==> src/design/cpfr_pkg.sv <==
// Package for the compressor frequency regulator.
// Holds the widths, register indexes, sequencer states and unit handshake types.
// Used by every module in the design folder.
package cpfr_pkg;

  localparam int unsigned MUL_W  = 48;
  localparam int unsigned MULB_W = 17;
  localparam int unsigned DIV_W  = 44;
  localparam int unsigned DVS_W  = 16;
  localparam int unsigned CFG_AW = 3;

  localparam logic [15:0] PERIOD_RST = 16'd500;
  localparam logic [15:0] MS_PER_S   = 16'd1000;

  typedef enum logic [CFG_AW-1:0] {
    CFG_GAIN_P   = 3'd0,
    CFG_GAIN_I   = 3'd1,
    CFG_GAIN_D   = 3'd2,
    CFG_PERIOD   = 3'd3,
    CFG_FLOOR    = 3'd4,
    CFG_CEILING  = 3'd5,
    CFG_DEADBAND = 3'd6
  } cfg_idx_e;

  typedef enum logic [3:0] {
    ST_IDLE,
    ST_CHECK,
    ST_INC_MUL,
    ST_INC_DIV,
    ST_P_MUL,
    ST_I_MUL,
    ST_D_MUL,
    ST_D_SCALE,
    ST_D_DIV,
    ST_STEP_DIV,
    ST_CLAMP,
    ST_LIMIT,
    ST_OUT
  } state_e;

  typedef struct packed {
    logic start;
  } unit_ctrl_t;

  typedef struct packed {
    logic busy;
    logic done;
  } unit_stat_t;

endpackage

==> src/design/cpfr_mul.sv <==
// Bit-serial shift-and-add multiplier, one multiplier bit per cycle.
// Depends on cpfr_pkg for widths and the handshake structs.
module cpfr_mul (
  input  logic                            clk_i,
  input  logic                            rst_ni,
  input  cpfr_pkg::unit_ctrl_t            ctrl_i,
  input  logic [cpfr_pkg::MUL_W-1:0]      a_i,
  input  logic [cpfr_pkg::MULB_W-1:0]     b_i,
  output cpfr_pkg::unit_stat_t            stat_o,
  output logic [cpfr_pkg::MUL_W-1:0]      prod_o
);

  localparam int unsigned CW = $clog2(cpfr_pkg::MULB_W + 1);

  logic [cpfr_pkg::MUL_W-1:0]  a_q, acc_q;
  logic [cpfr_pkg::MULB_W-1:0] b_q;
  logic [CW-1:0]               cnt_q;
  logic                        busy_q, done_q;

  always_ff @(posedge clk_i or negedge rst_ni) begin
    if (!rst_ni) begin
      busy_q <= 1'b0;
      done_q <= 1'b0;
      cnt_q  <= '0;
    end else begin
      done_q <= 1'b0;
      if (ctrl_i.start) begin
        busy_q <= 1'b1;
        cnt_q  <= CW'(cpfr_pkg::MULB_W);
      end else if (busy_q) begin
        cnt_q <= cnt_q - 1'b1;
        if (cnt_q == CW'(1)) begin
          busy_q <= 1'b0;
          done_q <= 1'b1;
        end
      end
    end
  end

  always_ff @(posedge clk_i) begin
    if (ctrl_i.start) begin
      a_q   <= a_i;
      b_q   <= b_i;
      acc_q <= '0;
    end else if (busy_q) begin
      if (b_q[0]) begin
        acc_q <= acc_q + a_q;
      end
      a_q <= {a_q[cpfr_pkg::MUL_W-2:0], 1'b0};
      b_q <= {1'b0, b_q[cpfr_pkg::MULB_W-1:1]};
    end
  end

  assign stat_o.busy = busy_q;
  assign stat_o.done = done_q;
  assign prod_o      = acc_q;

endmodule

==> src/design/cpfr_div.sv <==
// Restoring bit-serial divider, one quotient bit per cycle.
// Depends on cpfr_pkg for widths and the handshake structs.
module cpfr_div (
  input  logic                            clk_i,
  input  logic                            rst_ni,
  input  cpfr_pkg::unit_ctrl_t            ctrl_i,
  input  logic [cpfr_pkg::DIV_W-1:0]      num_i,
  input  logic [cpfr_pkg::DVS_W-1:0]      den_i,
  output cpfr_pkg::unit_stat_t            stat_o,
  output logic [cpfr_pkg::DIV_W-1:0]      quot_o
);

  localparam int unsigned CW = $clog2(cpfr_pkg::DIV_W + 1);

  logic [cpfr_pkg::DIV_W-1:0] num_q;
  logic [cpfr_pkg::DVS_W-1:0] den_q, rem_q;
  logic [cpfr_pkg::DVS_W:0]   shift_w, diff_w;
  logic                       fit_w;
  logic [CW-1:0]              cnt_q;
  logic                       busy_q, done_q;

  assign shift_w = {rem_q, num_q[cpfr_pkg::DIV_W-1]};
  assign diff_w  = shift_w - {1'b0, den_q};
  assign fit_w   = shift_w >= {1'b0, den_q};

  always_ff @(posedge clk_i or negedge rst_ni) begin
    if (!rst_ni) begin
      busy_q <= 1'b0;
      done_q <= 1'b0;
      cnt_q  <= '0;
    end else begin
      done_q <= 1'b0;
      if (ctrl_i.start) begin
        busy_q <= 1'b1;
        cnt_q  <= CW'(cpfr_pkg::DIV_W);
      end else if (busy_q) begin
        cnt_q <= cnt_q - 1'b1;
        if (cnt_q == CW'(1)) begin
          busy_q <= 1'b0;
          done_q <= 1'b1;
        end
      end
    end
  end

  always_ff @(posedge clk_i) begin
    if (ctrl_i.start) begin
      num_q <= num_i;
      den_q <= den_i;
      rem_q <= '0;
    end else if (busy_q) begin
      rem_q <= fit_w ? diff_w[cpfr_pkg::DVS_W-1:0] : shift_w[cpfr_pkg::DVS_W-1:0];
      num_q <= {num_q[cpfr_pkg::DIV_W-2:0], fit_w};
    end
  end

  assign stat_o.busy = busy_q;
  assign stat_o.done = done_q;
  assign quot_o      = num_q;

endmodule

==> src/design/compressor_pid_frequency_regulator_top.sv <==
// Compressor frequency regulator: PID with deadband, anti-windup and slew limit.
// Depends on cpfr_pkg, cpfr_mul and cpfr_div.
//
// Usage: one beat on the slave stream carries target_temp (bits 15:0) and
// measured_temp (bits 31:16); one beat on the master stream returns
// drive_freq. The user must write the registers through cfg_we_i, cfg_addr_i
// and cfg_data_i only while the block is idle; the block does not enforce it.
// A sample that ends at the floor goes from the check straight to the output
// register. A full PID update runs, after the check, five serial multiplies and
// three serial divides, one after another on the two units, then the clamp, the
// limit and the load of the output register.
// Only one sample is in flight: a new sample is taken only once the last one
// has been loaded into the output register. s_axis_tready_o is high
// whenever the sequencer is idle, also while a result still waits in the
// output register.
// When the receiver stalls, the result beat holds and the next sample is
// worked on up to its result, which then waits for the output register.
// Reset clears the history and sets the sample period to 500 ms, all other
// registers to zero.
module compressor_pid_frequency_regulator_top (
  input  logic        clk_i,
  input  logic        rst_ni,
  input  logic        s_axis_tvalid_i,
  output logic        s_axis_tready_o,
  input  logic [31:0] s_axis_tdata_i,   // target_temp, measured_temp
  output logic        m_axis_tvalid_o,
  input  logic        m_axis_tready_i,
  output logic [15:0] m_axis_tdata_o,   // drive_freq
  input  logic        cfg_we_i,
  input  logic [2:0]  cfg_addr_i,
  input  logic [15:0] cfg_data_i
);

  localparam int unsigned MW = cpfr_pkg::MUL_W;
  localparam int unsigned DW = cpfr_pkg::DIV_W;

  cpfr_pkg::state_e state_q, state_d;

  logic [15:0] gain_p_q, gain_i_q, gain_d_q, period_q, floor_q, ceil_q;
  logic [14:0] dead_band_q;

  logic signed [16:0] err_q, prior_q;
  logic [23:0]        integ_q, prev_q, o_q;
  logic signed [MW-1:0] sum_q;
  logic               dsgn_q;
  logic [16:0]        step_q;
  logic [15:0]        res_q;
  logic               issued_q;
  logic               out_valid_q;
  logic [15:0]        out_data_q;

  cpfr_pkg::unit_ctrl_t mul_ctrl, div_ctrl;
  cpfr_pkg::unit_stat_t mul_st, div_st;
  logic [MW-1:0]              mul_a, mul_p;
  logic [cpfr_pkg::MULB_W-1:0] mul_b;
  logic [DW-1:0]              div_n, div_q;
  logic [15:0]                div_d;

  logic        in_acc, slot_free;
  logic [23:0] span;
  logic signed [17:0] err_x, db_x, diff_x;
  logic [16:0] dmag;
  logic        empty_rng, err_le0, err_le_ndb, err_lt_db;
  logic [24:0] acc_sum;
  logic [23:0] acc_clamp;
  logic [39:0] sum_sh;
  logic signed [26:0] o_x, p_x, s_x, hi_x, lo_x, sel_x, span_x;
  logic [23:0] lim;
  logic [MW-1:0] dq_ext;

  assign in_acc    = s_axis_tvalid_i && s_axis_tready_o;
  assign slot_free = !out_valid_q || m_axis_tready_i;
  assign s_axis_tready_o = (state_q == cpfr_pkg::ST_IDLE);

  assign span       = {ceil_q - floor_q, 8'd0};
  assign err_x      = {err_q[16], err_q};
  assign db_x       = {3'd0, dead_band_q};
  assign empty_rng  = ceil_q <= floor_q;
  assign err_le0    = err_x <= 18'sd0;
  assign err_le_ndb = err_x <= -db_x;
  assign err_lt_db  = err_x < db_x;
  assign diff_x     = err_x - {prior_q[16], prior_q};
  assign dmag       = diff_x[17] ? 17'(-diff_x) : diff_x[16:0];

  assign acc_sum   = {1'b0, integ_q} + div_q[24:0];
  assign acc_clamp = (acc_sum > {1'b0, span}) ? span : acc_sum[23:0];
  assign dq_ext    = {{(MW-DW){1'b0}}, div_q};
  assign sum_sh    = sum_q[47:8];

  assign o_x    = {3'd0, o_q};
  assign p_x    = {3'd0, prev_q};
  assign s_x    = {10'd0, step_q};
  assign span_x = {3'd0, span};
  assign hi_x   = p_x + s_x;
  assign lo_x   = p_x - s_x;

  always_comb begin
    if (o_x > hi_x) begin
      sel_x = hi_x;
    end else if (o_x < lo_x) begin
      sel_x = lo_x;
    end else begin
      sel_x = o_x;
    end
    if (sel_x < 27'sd0) begin
      lim = '0;
    end else if (sel_x > span_x) begin
      lim = span;
    end else begin
      lim = sel_x[23:0];
    end
  end

  always_comb begin
    state_d = state_q;
    case (state_q)
      cpfr_pkg::ST_IDLE: begin
        if (in_acc) state_d = cpfr_pkg::ST_CHECK;
      end
      cpfr_pkg::ST_CHECK: begin
        if (empty_rng || err_le0 || err_lt_db) begin
          state_d = cpfr_pkg::ST_OUT;
        end else begin
          state_d = cpfr_pkg::ST_INC_MUL;
        end
      end
      cpfr_pkg::ST_INC_MUL:  if (mul_st.done) state_d = cpfr_pkg::ST_INC_DIV;
      cpfr_pkg::ST_INC_DIV:  if (div_st.done) state_d = cpfr_pkg::ST_P_MUL;
      cpfr_pkg::ST_P_MUL:    if (mul_st.done) state_d = cpfr_pkg::ST_I_MUL;
      cpfr_pkg::ST_I_MUL:    if (mul_st.done) state_d = cpfr_pkg::ST_D_MUL;
      cpfr_pkg::ST_D_MUL:    if (mul_st.done) state_d = cpfr_pkg::ST_D_SCALE;
      cpfr_pkg::ST_D_SCALE:  if (mul_st.done) state_d = cpfr_pkg::ST_D_DIV;
      cpfr_pkg::ST_D_DIV:    if (div_st.done) state_d = cpfr_pkg::ST_STEP_DIV;
      cpfr_pkg::ST_STEP_DIV: if (div_st.done) state_d = cpfr_pkg::ST_CLAMP;
      cpfr_pkg::ST_CLAMP:    state_d = cpfr_pkg::ST_LIMIT;
      cpfr_pkg::ST_LIMIT:    state_d = cpfr_pkg::ST_OUT;
      cpfr_pkg::ST_OUT: begin
        if (slot_free) state_d = cpfr_pkg::ST_IDLE;
      end
      default: state_d = cpfr_pkg::ST_IDLE;
    endcase
  end

  always_comb begin
    mul_ctrl.start = 1'b0;
    div_ctrl.start = 1'b0;
    mul_a = '0;
    mul_b = '0;
    div_n = '0;
    div_d = cpfr_pkg::MS_PER_S;
    case (state_q)
      cpfr_pkg::ST_INC_MUL: begin
        mul_ctrl.start = !issued_q;
        mul_a = {{(MW-16){1'b0}}, err_q[15:0]};
        mul_b = {1'b0, period_q};
      end
      cpfr_pkg::ST_INC_DIV: begin
        div_ctrl.start = !issued_q;
        div_n = mul_p[DW-1:0];
      end
      cpfr_pkg::ST_P_MUL: begin
        mul_ctrl.start = !issued_q;
        mul_a = {{(MW-16){1'b0}}, err_q[15:0]};
        mul_b = {1'b0, gain_p_q};
      end
      cpfr_pkg::ST_I_MUL: begin
        mul_ctrl.start = !issued_q;
        mul_a = {{(MW-24){1'b0}}, integ_q};
        mul_b = {1'b0, gain_i_q};
      end
      cpfr_pkg::ST_D_MUL: begin
        mul_ctrl.start = !issued_q;
        mul_a = {{(MW-17){1'b0}}, dmag};
        mul_b = {1'b0, gain_d_q};
      end
      cpfr_pkg::ST_D_SCALE: begin
        mul_ctrl.start = !issued_q;
        mul_a = mul_p;
        mul_b = {1'b0, cpfr_pkg::MS_PER_S};
      end
      cpfr_pkg::ST_D_DIV: begin
        div_ctrl.start = !issued_q;
        div_n = mul_p[DW-1:0];
        div_d = (period_q == 16'd0) ? 16'd1 : period_q;
      end
      cpfr_pkg::ST_STEP_DIV: begin
        div_ctrl.start = !issued_q;
        div_n = {{(DW-26){1'b0}}, period_q, 10'd0};
      end
      default: begin
        mul_ctrl.start = 1'b0;
      end
    endcase
  end

  cpfr_mul u_mul (
    .clk_i  (clk_i),
    .rst_ni (rst_ni),
    .ctrl_i (mul_ctrl),
    .a_i    (mul_a),
    .b_i    (mul_b),
    .stat_o (mul_st),
    .prod_o (mul_p)
  );

  cpfr_div u_div (
    .clk_i  (clk_i),
    .rst_ni (rst_ni),
    .ctrl_i (div_ctrl),
    .num_i  (div_n),
    .den_i  (div_d),
    .stat_o (div_st),
    .quot_o (div_q)
  );

  always_ff @(posedge clk_i or negedge rst_ni) begin
    if (!rst_ni) begin
      state_q     <= cpfr_pkg::ST_IDLE;
      issued_q    <= 1'b0;
      out_valid_q <= 1'b0;
      gain_p_q    <= '0;
      gain_i_q    <= '0;
      gain_d_q    <= '0;
      period_q    <= cpfr_pkg::PERIOD_RST;
      floor_q     <= '0;
      ceil_q      <= '0;
      dead_band_q <= '0;
      prior_q     <= '0;
      integ_q     <= '0;
      prev_q      <= '0;
    end else begin
      state_q <= state_d;
      if (mul_ctrl.start || div_ctrl.start) begin
        issued_q <= 1'b1;
      end else if (mul_st.done || div_st.done) begin
        issued_q <= 1'b0;
      end
      if (cfg_we_i) begin
        case (cfg_addr_i)
          cpfr_pkg::CFG_GAIN_P:   gain_p_q    <= cfg_data_i;
          cpfr_pkg::CFG_GAIN_I:   gain_i_q    <= cfg_data_i;
          cpfr_pkg::CFG_GAIN_D:   gain_d_q    <= cfg_data_i;
          cpfr_pkg::CFG_PERIOD:   period_q    <= cfg_data_i;
          cpfr_pkg::CFG_FLOOR:    floor_q     <= cfg_data_i;
          cpfr_pkg::CFG_CEILING:  ceil_q      <= cfg_data_i;
          cpfr_pkg::CFG_DEADBAND: dead_band_q <= cfg_data_i[14:0];
          default: ;
        endcase
      end
      if (state_q == cpfr_pkg::ST_CHECK && !empty_rng) begin
        if (err_le0) begin
          prev_q <= '0;
          if (err_le_ndb) begin
            prior_q <= '0;
            integ_q <= '0;
          end
        end else if (err_lt_db) begin
          prior_q <= '0;
          prev_q  <= '0;
        end
      end
      if (state_q == cpfr_pkg::ST_INC_DIV && div_st.done) begin
        integ_q <= acc_clamp;
      end
      if (state_q == cpfr_pkg::ST_LIMIT) begin
        prior_q <= err_q;
        prev_q  <= lim;
      end
      if (state_q == cpfr_pkg::ST_OUT && slot_free) begin
        out_valid_q <= 1'b1;
      end else if (m_axis_tready_i) begin
        out_valid_q <= 1'b0;
      end
    end
  end

  always_ff @(posedge clk_i) begin
    if (in_acc) begin
      err_q <= 17'($signed(s_axis_tdata_i[31:16])) - 17'($signed(s_axis_tdata_i[15:0]));
    end
    if (state_q == cpfr_pkg::ST_CHECK) begin
      res_q  <= floor_q;
      dsgn_q <= diff_x[17];
    end
    if (state_q == cpfr_pkg::ST_P_MUL && mul_st.done) begin
      sum_q <= $signed(mul_p);
    end
    if (state_q == cpfr_pkg::ST_I_MUL && mul_st.done) begin
      sum_q <= sum_q + $signed(mul_p);
    end
    if (state_q == cpfr_pkg::ST_D_DIV && div_st.done) begin
      sum_q <= dsgn_q ? (sum_q - $signed(dq_ext)) : (sum_q + $signed(dq_ext));
    end
    if (state_q == cpfr_pkg::ST_STEP_DIV && div_st.done) begin
      step_q <= div_q[16:0];
    end
    if (state_q == cpfr_pkg::ST_CLAMP) begin
      if (sum_q[MW-1]) begin
        o_q <= '0;
      end else if (sum_sh > {16'd0, span}) begin
        o_q <= span;
      end else begin
        o_q <= sum_sh[23:0];
      end
    end
    if (state_q == cpfr_pkg::ST_LIMIT) begin
      res_q <= floor_q + lim[23:8];
    end
    if (state_q == cpfr_pkg::ST_OUT && slot_free) begin
      out_data_q <= res_q;
    end
  end

  assign m_axis_tvalid_o = out_valid_q;
  assign m_axis_tdata_o  = out_data_q;

  a_units_exclusive: assert property (@(posedge clk_i) disable iff (!rst_ni)
    !(mul_st.busy && div_st.busy))
    else $error("multiplier and divider busy together");

  a_load_from_out: assert property (@(posedge clk_i) disable iff (!rst_ni)
    (state_q == cpfr_pkg::ST_OUT && slot_free) |=> m_axis_tvalid_o)
    else $error("result beat not presented");

  a_ready_idle: assert property (@(posedge clk_i) disable iff (!rst_ni)
    in_acc |=> (state_q == cpfr_pkg::ST_CHECK && !mul_st.busy && !div_st.busy))
    else $error("sample accepted while a unit was busy");

endmodule
==> config.mk <==
export PLATFORM = sky130hd
export DESIGN_NAME = compressor_pid_frequency_regulator_top
export DESIGN_NICKNAME = d
export VERILOG_FILES = /design/src/design/cpfr_pkg.sv /design/src/design/cpfr_mul.sv /design/src/design/cpfr_div.sv /design/src/design/compressor_pid_frequency_regulator_top.sv
export SDC_FILE = /design/constraint.sdc
export NUM_CORES = 2
export LEC_CHECK = 0
export ABC_AREA = 0
export BUFFER_PORTS_ARGS = -buffer_cell sky130_fd_sc_hd__buf_2
export CORE_MARGIN = 2
export CORE_UTILIZATION = 55
export DETAILED_ROUTE_END_ITERATION = 8
export GPL_TIMING_DRIVEN = 0
export HOLD_SLACK_MARGIN = 0.03
export PLACE_DENSITY = 0.83
export RECOVER_POWER = 50
export REMOVE_ABC_BUFFERS = 1
export SLEW_MARGIN = 20
export SYNTH_ARGS = -nofsm -noshare
export SYNTH_HDL_FRONTEND = slang
export SYNTH_SLANG_ARGS = --single-unit
==> constraint.sdc <==
create_clock -name clk_i -period 11.28 [get_ports clk_i]
set_clock_uncertainty 0.15 [all_clocks]
set_input_delay 0.564 -clock clk_i [delete_from_list [all_inputs] [get_ports clk_i]]
set_output_delay 0.564 -clock clk_i [all_outputs]
set_load 0.1 [all_outputs]
Word level (Yosys, flattened, before mapping)
Index checks and enable logic that the tools add are counted.
- output and inout bits: 18
- register bits: 525
- word-level logic and storage cells: 212
- equal/unequal tests: 31
- muxes and demuxes: 71
- order comparisons: 11
- bitwise gates (word level): 1
- reduce and logical (&&, ||, !) cells: 48
- add/subtract/negate cells: 16
- operator list (kind ; number):
    $mux W24 ; 12
    $mux W48 ; 6
    $pmux W48 S4 ; 1
    $mux W17 ; 8
    $add A48 B48 Y48 ; 2
    $mux W44 ; 2
    $pmux W44 S2 ; 1
    $pmux W16 S5 ; 1
    $mux W27 ; 2
    $pmux W4 S13 ; 1
    $add A48 B45 Y48 ; 1
    $mux W16 ; 3
    $sub A48 B45 Y48 ; 1
    $mux W4 ; 11
    $gt A40 B24 Y1 ; 1
    $sub A16 B16 Y16 ; 2
    $gt A27 B25 Y1 ; 1
    $lt A27 B1 Y1 const B ; 1
    $add A24 B17 Y25 ; 1
    $add A24 B25 Y25 ; 1
    $gt A24 B25 Y1 ; 1
    $gt A25 B24 Y1 ; 1
    $lt A25 B25 Y1 ; 1
    $sub A24 B17 Y25 ; 1
    43 further kinds ; 115

Depth between registers and ports, before layout
- depth in word-level cells: 9
- depth in mapped cells: 56
- depth with buffers taken out: 52

By module
From an unflattened synthesis, not the netlist that was laid out.
- cell total of the unflattened synthesis: 4577
- area total of the unflattened synthesis: 42091.6 um^2
- modules (own cells, without submodules) (module ; seq. area each (um^2) ; cells an instance ; area an instance (um^2) ; instances):
    compressor_pid_frequency_regulator_top ; 8735.9 ; 3467 ; 30364.1 ; 1
    cpfr_mul ; 3088.0 ; 759 ; 7412.1 ; 1
    cpfr_div ; 2322.2 ; 351 ; 4315.4 ; 1

Worst setup path before layout
OpenSTA, ideal clock, no wires.
- path kind: register -> register
- start: register prev_q[0]
- end: register res_q[14], data pin
- cell stages (with the launch flop): 54
- library setup time: 0.256 ns
- data required time: 10.874 ns
- data arrival time: 9.840 ns
- setup slack: 1.034 ns
- path through: dfrtp_1 -> inv_1 -> ha_1 -> fa_1 -> nand2b_1 -> a21oi_1 -> o21ai_0 -> a211oi_1 -> o21bai_1 -> a21oi_1 -> o31a_1 -> nor2_1 -> ha_1 -> a21o_1 -> a21o_1 -> a21oi_1 -> nor2b_1 -> o21ai_0 -> [... 18 more ...] -> and2_4 -> buf_6 -> buf_2 -> nand3b_1 -> o21ai_0 -> ha_1 -> fa_1 -> a21o_1 -> a21oi_1 -> o21bai_1 -> a21oi_1 -> o21bai_1 -> a21oi_1 -> nor2b_1 -> o31ai_1 -> a2111oi_0 -> or3_1 -> a31o_2
- word-level cells in the longest chain between the ends: 9
- RTL lines (element ; RTL line ; RTL):
    from (decl) ; compressor_pid_frequency_regulator_top.sv:43 ; logic [23:0] integ_q, prev_q, o_q;
    from (signal assigned) ; compressor_pid_frequency_regulator_top.sv:267 ; prev_q <= lim;
    $sub A24 B17 Y25 ; compressor_pid_frequency_regulator_top.sv:95 ; assign lo_x = p_x - s_x;
    $lt A25 B25 Y1 ; compressor_pid_frequency_regulator_top.sv:100 ; end else if (o_x < lo_x) begin
    $mux W27 ; compressor_pid_frequency_regulator_top.sv:100 ;
    $mux W27 * ; compressor_pid_frequency_regulator_top.sv:98 ; if (o_x > hi_x) begin
    $gt A27 B25 Y1 ; compressor_pid_frequency_regulator_top.sv:107 ; end else if (sel_x > span_x) begin
    $mux W24 ; compressor_pid_frequency_regulator_top.sv:107 ;
    $mux W24 * ; compressor_pid_frequency_regulator_top.sv:105 ; if (sel_x < 27'sd0) begin
    $add A16 B16 Y16 * ; compressor_pid_frequency_regulator_top.sv:307 ; res_q <= floor_q + lim[23:8];
    $mux W16 * ; compressor_pid_frequency_regulator_top.sv:306 ; if (state_q == cpfr_pkg::ST_LIMIT) begin
    to (signal assigned) ; compressor_pid_frequency_regulator_top.sv:282 ; res_q <= floor_q;
    to (signal assigned) ; compressor_pid_frequency_regulator_top.sv:307 ;
    to (decl) ; compressor_pid_frequency_regulator_top.sv:47 ; logic [15:0] res_q;
Every way passes the cells marked *; elsewhere a longest branch is shown, timed or not.
A chain may end at the register's enable or synchronous reset.

Worst setup path after layout
- start: register step_q[1]
- end: register res_q[14], data pin
- word-level cells in the longest chain between the ends: 9
- RTL lines (element ; RTL line ; RTL):
    from (decl) ; compressor_pid_frequency_regulator_top.sv:46 ; logic [16:0] step_q;
    from (signal assigned) ; compressor_pid_frequency_regulator_top.sv:295 ; step_q <= div_q[16:0];
    $sub A24 B17 Y25 ; compressor_pid_frequency_regulator_top.sv:95 ;
    $lt A25 B25 Y1 ; compressor_pid_frequency_regulator_top.sv:100 ;
    $mux W27 ; compressor_pid_frequency_regulator_top.sv:100 ;
    $mux W27 * ; compressor_pid_frequency_regulator_top.sv:98 ;
    $gt A27 B25 Y1 ; compressor_pid_frequency_regulator_top.sv:107 ;
    $mux W24 ; compressor_pid_frequency_regulator_top.sv:107 ;
    $mux W24 * ; compressor_pid_frequency_regulator_top.sv:105 ;
    $add A16 B16 Y16 * ; compressor_pid_frequency_regulator_top.sv:307 ;
    $mux W16 * ; compressor_pid_frequency_regulator_top.sv:306 ;
Marked as above.

==> flow_summary.json <==
{
  "crit_path_end_kind": "register",
  "place_congestion": 0.984,
  "drtIter0Drc": 4403,
  "htreeDepth": 2,
  "fin_crit_sh": 0.971,
  "syn_area_per_cell_um2": 8.99,
  "firstDrtPassIters": 8,
  "slowest_stage": "edfxtp_1",
  "yosysWarnings": 0,
  "num_rows": 100,
  "dp_slack_ps": -1450,
  "synth_top_family_by_area": "compound AO/OA/AOI/OAI gates",
  "synthMuxAreaShare": 0.0424,
  "fp.dieW_um": 277,
  "post_drt_wl_per_cell_um": 21.7,
  "grtUsageTotal": 0.306,
  "setup_tns_ps": 0,
  "finalHoldViolCount": 0,
  "fin_crit_ps": 10960,
  "ys.flop_type": "edfxtp_1",
  "grt_max_degree": 87,
  "grt_overflow": 0,
  "critPathArrivalTime_ps": 11230,
  "status": "finished with violations",
  "syn_area_um2": 41000,
  "clk_latency_ps": 680,
  "clk_pin_slew_ps": 70,
  "synth_compound_gate_area_share": 0.224,
  "synth_edf_count": 263,
  "slew_violations": 318,
  "start_util": 0.553,
  "synthCells": 4560,
  "max_freq_mhz": 91.3,
  "synthXorXnorAreaFrac": 0.0637,
  "grt_pass1_vias": 35100,
  "fin_hold_ws_ps": 78.4,
  "dp_cells": 5447,
  "cts.sinks": 524,
  "tightest_slew_ps": 4120,
  "cts_buffer_depth": 3,
  "violations": "capacitance limit, slew limit",
  "layout-drive-gt1-share": 0.0906,
  "totalWireLength_um": 121000,
  "via_per_inst": 6.57,
  "ys_types": 89,
  "crit_type": "register to register",
  "antenna_found_initial": 1,
  "setup_viol": 0,
  "start_kind": "register",
  "ys_seq_elements": 524,
  "ioPinCount": 74,
  "finalNonFillerCells": 5583,
  "crit_fanout": 11,
  "cts-root-buf": "clkbuf_16",
  "most-common-layout-cells": "413 x ha_1, 397 x nand2_1, 373 x a21oi_1",
  "synth-async-reset-ratio": 0.376,
  "core_area_um2": 74100,
  "ys_seq_area_frac": 0.344,
  "ant_nets": 0,
  "drc_errors": 0,
  "dr_total_vias": 36700,
  "hpwl_um": 88900,
  "io_buffers": 73,
  "numCtsBuffers": 59,
  "r2r_setup_slack_ps": 320,
  "grt_pass1_wl_um": 189000,
  "slew_headroom": -1.75,
  "slowest_delay_ps": 440,
  "cts_tree": "yes",
  "cp.required_ps": 11550,
  "setup_slack_ps": 323,
  "layout_commonest_cell": "ha_1",
  "die_h_um": 277,
  "worstHoldPathType": "primary input to register",
  "synthToLayoutAreaGrowth_pct": 9.38,
  "max_cap_violations": 7,
  "synth_fa_ha_area_frac": 0.132,
  "final_nets": 5043,
  "yosys.area_share.simple": 0.153,
  "fp.dieArea_um2": 76700
}
per-layer routing:
layer | wire, um | GRT usage
met5 | 0 | 0
met3 | 12000 | 0.0483
met2 | 54500 | 0.492
met1 | 48500 | 0.405
met4 | 6340 | 0.145
Yosys cell counts, types with 25 or more instances:
| master | count | area share |
|---|---|---|
| a211oi_1 | 63 | 0.012 |
| a21o_1 | 142 | 0.026 |
| a21oi_1 | 382 | 0.047 |
| a22o_1 | 58 | 0.012 |
| a22oi_1 | 47 | 0.0086 |
| a31oi_1 | 63 | 0.0096 |
| and2_1 | 26 | 0.0040 |
| and3_1 | 53 | 0.0081 |
| clkbuf_1 | 165 | 0.015 |
| dfrtp_1 | 191 | 0.12 |
| dfxtp_1 | 64 | 0.031 |
| edfxtp_1 | 263 | 0.19 |
| ha_1 | 414 | 0.13 |
| inv_1 | 251 | 0.023 |
| mux2_2 | 121 | 0.033 |
| mux2i_1 | 36 | 0.0088 |
| nand2_1 | 403 | 0.037 |
| nand2b_1 | 64 | 0.0098 |
| nand3_1 | 99 | 0.012 |
| nand4_1 | 47 | 0.0072 |
| nor2_1 | 327 | 0.030 |
| nor2b_1 | 54 | 0.0082 |
| nor3_1 | 86 | 0.011 |
| nor4_1 | 49 | 0.0075 |
| o21a_1 | 69 | 0.013 |
| o21ai_0 | 274 | 0.033 |
| o21bai_1 | 39 | 0.0071 |
| o22ai_1 | 29 | 0.0044 |
| o31ai_1 | 26 | 0.0048 |
| or2_2 | 25 | 0.0038 |
| or3_1 | 38 | 0.0058 |
| xnor2_1 | 214 | 0.046 |
| xor2_1 | 84 | 0.018 |
worst max-delay path, delay by kind of cell, from the launching register on:
| family | cells | cell delay (ps) |
|---|---|---|
| flops | 1 | 440 |
| xor+xnor | 1 | 280 |
| buf+inv | 2 | 200 |
| compound gates | 21 | 4930 |
| simple gates | 13 | 2900 |
| fa+ha+maj | 5 | 1570 |
| mux | 1 | 280 |
path summary, 6_finish.rpt:
path,from,endpoint,cells past startpoint
worst max-delay path,step_q[1],res_q[14],43
worst min-delay path,cfg_data_i[15],floor_q[15],3
worst max register to register,step_q[1],res_q[14],43
worst min register to register,res_q[7],m_axis_tdata_o[7],0
max in group asynchronous,rst_ni,prev_q[1],4
min in group asynchronous,rst_ni,dead_band_q[6],2
kinds of logic after synthesis:
family	count (synthesis)
AOI/OAI and AO/OA	1404
buffers and inverters	435
xor gates and xnor gates	298
DFF	524
muxes	158
and+or+nand+nor	1316
adders and majority gates	425
stage by stage:
step / instance area, um^2 / util
6_report: 44800 / 0.605
4_1_cts: 44700 / 0.604
2_1_floorplan: 40300 / -
3_5_place_dp: 42500 / 0.574
5_1_grt: 44800 / 0.605
3_3_place_gp: 41800 / 0.565
flip-flops by register name (all words and copies together), names as in the netlist, 17 cells and up:
signal / count
err_q: 17
u_mul.a_q: 48
integ_q: 24
prior_q: 17
sum_q: 48
u_div.quot_o: 44
prev_q: 24
u_mul.prod_o: 48
o_q: 24
step_q: 17
cell type report:
cell class | instances | area [um^2]
Clock inverter | 37 | 428
Clock buffer | 75 | 1640
Antenna cell | 1 | 2.50
Multi-Input combinational cell | 3603 | 25600
Tap cell | 969 | 1210
Sequential cell | 524 | 14100
Timing Repair Buffer | 123 | 862
Inverter | 251 | 946
Fill cell | 6057 | 29200
timing repair:
item | CTS | global route
hold endpoints to repair | 54 | 0
setup buffers | 3 | 17
cloned | 0 | 2
pin swaps | 2 | 12
endpoints found under the setup margin | 9 | 5
hold buffers | 1 | 0
gates resized for setup | 20 | 30
Power is not shown: default switching activity piles up to over one toggle a cycle in this logic, so the estimate is an artifact.
